==> src/hdl/b64d_pkg.sv <==
// Shared types and constants of the Base64 stream decoder.
// Depends on nothing; used by the front end, job queue, back end and top level.
package b64d_pkg;

    localparam int BYTE_W        = 8;
    localparam int SEXTET_W      = 6;
    localparam int GATHER_W      = 18;
    localparam int JOB_DEPTH_DEF = 2;

    // One decoded job: up to three bytes, first byte in the high bits.
    typedef struct packed {
        logic [3*BYTE_W-1:0] bytes;
        logic [1:0]          count;
        logic                last;
    } job_t;

endpackage

==> src/hdl/b64d_job_fifo.sv <==
// Short queue of decoded jobs between the front end and the back end.
// Depends on b64d_pkg for job_t.
module b64d_job_fifo
    import b64d_pkg::*;
#(
    parameter int DEPTH = JOB_DEPTH_DEF
)
(
    input  logic clk,
    input  logic rst_n,
    input  logic wr_en,
    input  job_t wr_job,
    output logic full,
    input  logic rd_en,
    output job_t rd_job,
    output logic empty
);

    localparam int PTR_W = (DEPTH > 1) ? $clog2(DEPTH) : 1;
    localparam int CNT_W = $clog2(DEPTH + 1);

    job_t             mem [DEPTH];
    logic [PTR_W-1:0] wr_ptr_reg, wr_ptr_next;
    logic [PTR_W-1:0] rd_ptr_reg, rd_ptr_next;
    logic [CNT_W-1:0] count_reg, count_next;

    assign full   = (count_reg == CNT_W'(DEPTH));
    assign empty  = (count_reg == '0);
    assign rd_job = mem[rd_ptr_reg];

    always_comb
    begin
        wr_ptr_next = wr_ptr_reg;
        rd_ptr_next = rd_ptr_reg;
        count_next  = count_reg;
        if (wr_en)
        begin
            wr_ptr_next = (wr_ptr_reg == PTR_W'(DEPTH - 1)) ? '0 : wr_ptr_reg + PTR_W'(1);
        end
        if (rd_en)
        begin
            rd_ptr_next = (rd_ptr_reg == PTR_W'(DEPTH - 1)) ? '0 : rd_ptr_reg + PTR_W'(1);
        end
        if (wr_en && !rd_en)
        begin
            count_next = count_reg + CNT_W'(1);
        end
        else if (rd_en && !wr_en)
        begin
            count_next = count_reg - CNT_W'(1);
        end
    end

    always_ff @(posedge clk or negedge rst_n)
    begin
        if (!rst_n)
        begin
            wr_ptr_reg <= '0;
            rd_ptr_reg <= '0;
            count_reg  <= '0;
        end
        else
        begin
            wr_ptr_reg <= wr_ptr_next;
            rd_ptr_reg <= rd_ptr_next;
            count_reg  <= count_next;
        end
    end

    always_ff @(posedge clk)
    begin
        if (wr_en)
        begin
            mem[wr_ptr_reg] <= wr_job;
        end
    end

endmodule

==> src/hdl/b64d_front.sv <==
// Front end: classifies each character, gathers sextets and forms byte jobs.
// Depends on b64d_pkg for job_t and field widths.
module b64d_front
    import b64d_pkg::*;
(
    input  logic              clk,
    input  logic              rst_n,
    input  logic              take,
    input  logic [BYTE_W-1:0] symbol,
    input  logic              end_of_message,
    output logic              job_push,
    output job_t              job
);

    localparam logic [BYTE_W-1:0] CH_UP_A = 8'h41;
    localparam logic [BYTE_W-1:0] CH_UP_Z = 8'h5a;
    localparam logic [BYTE_W-1:0] CH_LO_A = 8'h61;
    localparam logic [BYTE_W-1:0] CH_LO_Z = 8'h7a;
    localparam logic [BYTE_W-1:0] CH_0    = 8'h30;
    localparam logic [BYTE_W-1:0] CH_9    = 8'h39;
    localparam logic [BYTE_W-1:0] CH_PLUS = 8'h2b;
    localparam logic [BYTE_W-1:0] CH_SLSH = 8'h2f;

    logic [1:0]          held_reg, held_next;
    logic [GATHER_W-1:0] gather_reg, gather_next;
    logic                halted_reg, halted_next;
    logic                sx_ok;
    logic [SEXTET_W-1:0] sx_val;
    logic [1:0]          n_bytes;

    // Map an ASCII code to its six-bit value; '=' and anything else is invalid.
    always_comb
    begin
        sx_ok  = 1'b1;
        sx_val = '0;
        if (symbol >= CH_UP_A && symbol <= CH_UP_Z)
        begin
            sx_val = SEXTET_W'(symbol - CH_UP_A);
        end
        else if (symbol >= CH_LO_A && symbol <= CH_LO_Z)
        begin
            sx_val = SEXTET_W'(symbol - CH_LO_A + 8'd26);
        end
        else if (symbol >= CH_0 && symbol <= CH_9)
        begin
            sx_val = SEXTET_W'(symbol - CH_0 + 8'd52);
        end
        else if (symbol == CH_PLUS)
        begin
            sx_val = SEXTET_W'(62);
        end
        else if (symbol == CH_SLSH)
        begin
            sx_val = SEXTET_W'(63);
        end
        else
        begin
            sx_ok = 1'b0;
        end
    end

    always_comb
    begin
        held_next   = held_reg;
        gather_next = gather_reg;
        halted_next = halted_reg;
        job         = '0;
        n_bytes     = 2'd0;

        if (!halted_reg)
        begin
            if (!sx_ok)
            begin
                halted_next = 1'b1;
            end
            else if (held_reg == 2'd3)
            begin
                job.bytes   = {gather_reg, sx_val};
                n_bytes     = 2'd3;
                held_next   = 2'd0;
                gather_next = '0;
            end
            else
            begin
                gather_next = {gather_reg[GATHER_W-SEXTET_W-1:0], sx_val};
                held_next   = held_reg + 2'd1;
            end
        end

        // Flush a partial group and return to the reset state.
        if (end_of_message)
        begin
            if (held_next == 2'd2)
            begin
                job.bytes = {gather_next[11:4], 16'h0000};
                n_bytes   = 2'd1;
            end
            else if (held_next == 2'd3)
            begin
                job.bytes = {gather_next[17:10], gather_next[9:2], 8'h00};
                n_bytes   = 2'd2;
            end
            job.last    = 1'b1;
            held_next   = 2'd0;
            gather_next = '0;
            halted_next = 1'b0;
        end

        job.count = n_bytes;
    end

    assign job_push = take && ((n_bytes != 2'd0) || end_of_message);

    always_ff @(posedge clk or negedge rst_n)
    begin
        if (!rst_n)
        begin
            held_reg   <= '0;
            gather_reg <= '0;
            halted_reg <= 1'b0;
        end
        else if (take)
        begin
            held_reg   <= held_next;
            gather_reg <= gather_next;
            halted_reg <= halted_next;
        end
    end

endmodule

==> src/hdl/b64d_back.sv <==
// Back end: takes jobs from the queue and presents them one byte per word.
// Depends on b64d_pkg for job_t and field widths.
module b64d_back
    import b64d_pkg::*;
(
    input  logic              clk,
    input  logic              rst_n,
    input  logic              q_empty,
    input  job_t              q_job,
    output logic              q_pop,
    input  logic              pop,
    output logic              empty,
    output logic [BYTE_W-1:0] data_byte,
    output logic              byte_valid,
    output logic              last
);

    logic       busy_reg;
    job_t       job_reg;
    logic [1:0] idx_reg;
    logic [1:0] final_idx;
    logic       at_final;
    logic       take;

    assign final_idx = (job_reg.count == 2'd0) ? 2'd0 : job_reg.count - 2'd1;
    assign at_final  = (idx_reg == final_idx);
    assign take      = pop && busy_reg;
    assign q_pop     = !q_empty && (!busy_reg || (take && at_final));

    assign empty      = !busy_reg;
    assign byte_valid = (job_reg.count != 2'd0);
    assign last       = job_reg.last && at_final;

    always_comb
    begin
        case (idx_reg)
            2'd0:    data_byte = job_reg.bytes[23:16];
            2'd1:    data_byte = job_reg.bytes[15:8];
            default: data_byte = job_reg.bytes[7:0];
        endcase
    end

    always_ff @(posedge clk or negedge rst_n)
    begin
        if (!rst_n)
        begin
            busy_reg <= 1'b0;
            idx_reg  <= '0;
        end
        else if (q_pop)
        begin
            busy_reg <= 1'b1;
            idx_reg  <= '0;
        end
        else if (take)
        begin
            if (at_final)
            begin
                busy_reg <= 1'b0;
            end
            else
            begin
                idx_reg <= idx_reg + 2'd1;
            end
        end
    end

    always_ff @(posedge clk)
    begin
        if (q_pop)
        begin
            job_reg <= q_job;
        end
    end

endmodule

==> src/hdl/base64_stream_decoder_unit.sv <==
// Top level of the Base64 stream decoder: front end, job queue, back end.
// Depends on b64d_pkg, b64d_front, b64d_job_fifo and b64d_back.
//
//   port group   direction  handshake        payload
//   input        in         push / full      symbol, end_of_message
//   result       out        empty / pop      data_byte, byte_valid, last
//
// One character enters per cycle while full is low; the front end updates
// its gather state in that cycle and queues the job the character causes.
// The back end presents one word per cycle while pop is high, so a completed
// group gives three result words; the job queue (JOB_DEPTH entries) absorbs
// that burst, though short messages right behind a completed group can stall
// the input briefly. The first word of a character shows after its job has
// been queued and then loaded into the back end. Reset clears all control
// state asynchronously; full rises only when the job queue is full.
module base64_stream_decoder_unit
    import b64d_pkg::*;
#(
    parameter int JOB_DEPTH = JOB_DEPTH_DEF
)
(
    input  logic              clk,
    input  logic              rst_n,
    input  logic              push,
    output logic              full,
    input  logic [BYTE_W-1:0] symbol,
    input  logic              end_of_message,
    input  logic              pop,
    output logic              empty,
    output logic [BYTE_W-1:0] data_byte,
    output logic              byte_valid,
    output logic              last
);

    logic take;
    logic job_push;
    job_t job_in;
    logic q_full;
    logic q_empty;
    logic q_pop;
    job_t q_job;

    assign full = q_full;
    assign take = push && !q_full;

    b64d_front u_front
    (
        .clk            (clk),
        .rst_n          (rst_n),
        .take           (take),
        .symbol         (symbol),
        .end_of_message (end_of_message),
        .job_push       (job_push),
        .job            (job_in)
    );

    b64d_job_fifo #(
        .DEPTH (JOB_DEPTH)
    ) u_fifo
    (
        .clk    (clk),
        .rst_n  (rst_n),
        .wr_en  (job_push),
        .wr_job (job_in),
        .full   (q_full),
        .rd_en  (q_pop),
        .rd_job (q_job),
        .empty  (q_empty)
    );

    b64d_back u_back
    (
        .clk        (clk),
        .rst_n      (rst_n),
        .q_empty    (q_empty),
        .q_job      (q_job),
        .q_pop      (q_pop),
        .pop        (pop),
        .empty      (empty),
        .data_byte  (data_byte),
        .byte_valid (byte_valid),
        .last       (last)
    );

endmodule

==> config.mk <==
export PLATFORM = sky130hd
export DESIGN_NAME = base64_stream_decoder_unit
export DESIGN_NICKNAME = d
export VERILOG_FILES = /design/src/hdl/b64d_pkg.sv /design/src/hdl/b64d_job_fifo.sv /design/src/hdl/b64d_front.sv /design/src/hdl/b64d_back.sv /design/src/hdl/base64_stream_decoder_unit.sv
export SDC_FILE = /design/constraint.sdc
export NUM_CORES = 1
export LEC_CHECK = 0
export BUFFER_PORTS_ARGS = -buffer_cell sky130_fd_sc_hd__buf_2
export CAP_MARGIN = 20
export CORE_MARGIN = 3
export CORE_UTILIZATION = 57
export CTS_CLUSTER_DIAMETER = 100
export DETAILED_ROUTE_END_ITERATION = 10
export PLACE_DENSITY_LB_ADDON = 0.1
export SKIP_CTS_REPAIR_TIMING = 1
export SLEW_MARGIN = 20
export SYNTH_ARGS = -nofsm -noshare
export SYNTH_HDL_FRONTEND = slang
export SYNTH_SLANG_ARGS = --single-unit
==> constraint.sdc <==
create_clock -name clk -period 4.5 [get_ports clk]
set_input_delay 0.675 -clock clk [delete_from_list [all_inputs] [get_ports clk]]
set_output_delay 0.675 -clock clk [all_outputs]
set_load 0.02 [all_outputs]
==> results_dict.tcl <==
set metrics [dict create \
    crit_path_top_delay_cell "a21o_1" \
    ys.warnings.count 0 \
    rsz0062_at_grt "false" \
    critPathArrivalTime_ns 3.69 \
    p_sw_share_pct 36.72 \
    grt_pass1_wl_um 16210 \
    wl_per_cell_um 18.16 \
    critPathCaptureType "flip-flop" \
    crit_chain "buf_2 > inv_1 > ha_1 > a21oi_1 > a41oi_1 > a221o_1 > a21o_1 > nor2_1 > o21bai_1 > inv_1 > ha_1 > xor2_1 > nor2_1 > xor2_1" \
    grt_pass1_vias 3168 \
    syn_to_final_growth_pct 8.227 \
    portBuffers 24 \
    fin_crit_sh_pct 75.80 \
    criticalPathCategory "input port to flip-flop" \
    synth_common_cells "81 x edfxtp_1, 53 x nand2_1, 29 x a22oi_1" \
    critPathBufInv 3 \
    drive_gt1_share_pct 19.55 \
    synth_ff_type "edfxtp_1" \
    met2_usage_pct 33.15 \
    finalPower_mw 3.175 \
    timing.fmax_ghz 0.2932 \
    synthDistinctLibCells 52 \
    dp_hpwl_um 6798 \
    place_congestion 0.9018 \
    setup_tns_ns 0 \
    power_leakage_nw 2.125 \
    cts_tree "yes" \
    dr.pass1.iters 4 \
    h-tree-depth 3 \
    largest_reg_flops 54 \
    die_area_mm2 0.01025 \
    post_dp_cell_area_mm2 0.005399 \
    clockBufferDepth 2 \
    syn_area_per_cell_um2 12.43 \
    ios 25 \
    p_switching_mw 1.166 \
    gr-usage-met1_pct 29.68 \
    ys_seq_area_share_pct 60.59 \
    finalSetupViolCount 0 \
    antenna_left 0 \
    vdd_ir_drop_max_v 0.0002440 \
    initial_utilization_pct 59.01 \
    power_frac_clock_pct 18.1 \
    vias 3297 \
    hold_path.class "input port to asynchronous set/reset pin" \
    max_stage_delay_ns 0.55 \
    reg2reg_depth 5 \
    cts_buffers 9 \
    antenna_cells 0 \
    grt_max_degree 32 \
    fp.dieW_um 101.3 \
    whs_ns 0.3433 \
    critical_path.top_delay_family "compound AO/OA/AOI/OAI gates" \
    syn_inst 416 \
    gr-total-overflow 0 \
    grtUsageMet3_pct 3.788 \
    fin_ws_ns 1.089 \
    fp.coreArea_mm2 0.008763 \
    power.density_mw_per_mm2 567.3 \
    drt-vias-per-instance 5.962 \
    final_area_mm2 0.005597 \
    syn-cell-area_mm2 0.005171 \
    path_clk_slew_ns 0.11 \
    worstMarginPinSlew_ns 0.9099 \
    pre_cts_slack_ns 0.7392 \
    fp.dieH_um 101.3 \
    worstPathMaxFanout 17 \
    cts.sinks 109 \
    clock_latency_ns 0.37 \
    synth_area_leaders "edfxtp_1 47%, dfrtp_1 14%, mux2_2 6.1%" \
    place_inst 537 \
    reg2reg_slack_ns 1.91 \
    final_util_pct 63.86 \
    slew_viol_final 0 \
    yosys.area.top_type_share_pct 47.04 \
    hold_viol_final 0 \
    rows 34 \
    wirelength_um 10040 \
    drt_iter0_markers 214 \
    post-synth-top-count-cell "edfxtp_1" \
    seqPwrFrac_pct 48.9 \
    remaining_drc_errors 0 \
    antenna_found_initial 0 \
    fin_crit_ns 3.411 \
    synth-edff-count 81 \
    skew_ns 0.01878 \
    cts-root-buf "clkbuf_8" \
    drv_cap 0 \
    status "completed" \
    cp-start-kind "input port" \
    combPwrFrac_pct 33.0 \
    nNetsFinal 466 \
    synth_nets 442 \
    busiest_layer "met2" \
    finalNonFillerCells 553 \
    globalRouteTotalUtil_pct 20.68 \
    r2r_start "u_fifo.count_reg[0]$_DFFE_PN0P_" \
    slew_headroom_pct 39.19 \
    synth-seq-cells 109 \
    required_ns 4.78 \
    r2r_end "u_front.gather_reg[1]$_DFFE_PN0P_" \
    ys_async_sr_fraction_pct 25.69 \
    synth_area_leader_cell "edfxtp_1" \
    p_int_mw 2.009 \
]
## cells by family after synthesis
logic type               synth area share [%]
AND/OR/NAND/NOR                         10.48
flip-flops                              60.59
AO/OA/AOI/OAI                           14.47
buffers and inverters                   2.662
multiplexers                            7.307
adder cells (fa/ha/maj)                 3.145
XOR/XNOR                                1.355
## final cells by class
type | count | area (µm²)
Clock inverter | 7 | 73.82
Multi-Input combinational cell | 274 | 1909
Tap cell | 108 | 135.1
Inverter | 17 | 63.81
Fill cell | 706 | 3167
Sequential cell | 109 | 3133
Clock buffer | 9 | 123.9
Timing Repair Buffer | 29 | 157.7
## cells in the final DEF, fill, tap and decap left out, drive strengths merged, types with 4 or more instances in the layout
master / synthesis / layout
mux2: 28 / 28
a22o: 7 / 7
a22oi: 29 / 29
nand2: 54 / 54
and2: 12 / 12
a21oi: 12 / 12
a221o: 8 / 8
edfxtp: 81 / 81
nand3: 5 / 5
buf: 6 / 29
clkbuf: 10 / 9
mux2i: 5 / 5
xor2: 4 / 4
dfrtp: 28 / 28
ha: 13 / 13
inv: 17 / 21
nor3: 7 / 7
nor2: 24 / 24
o21ai: 30 / 30
xnor2: 4 / 4
## how the worst max path moves through the flow
stage | startpoint | to | slack, ns | cells after the start
final | symbol[2] | u_fifo.count_reg[1]$_DFFE_PN0P_ | 1.09 | 14
after CTS | symbol[2] | u_fifo.count_reg[1]$_DFFE_PN0P_ | 1.10 | 14
after global routing | symbol[2] | u_fifo.count_reg[1]$_DFFE_PN0P_ | 0.77 | 13
after floorplan | symbol[2] | u_fifo.mem[0][0]$_DFFE_PP_ | 0.65 | 10
after global placement | symbol[2] | u_fifo.count_reg[1]$_DFFE_PN0P_ | 0.92 | 14
after detailed placement | symbol[2] | u_fifo.count_reg[1]$_DFFE_PN0P_ | 0.74 | 14
## layer usage
layer  share of wire [%]  wire (µm)
met2                  47       4758
met1                  46       4604
met3                 5.4        547
met5                   0          0
met4                 1.3        132
## power groups by stage
stage                     logic [mW]  registers [mW]  clock network (mW)
after global routing            1.17            1.58               0.626
after CTS                       1.06            1.55               0.589
after global placement          1.04            1.57                   0
final                           1.05            1.55               0.575
after detailed placement        1.06            1.57                   0
after floorplan                0.798            1.52                   0
Power figures use the tool's default switching activity.
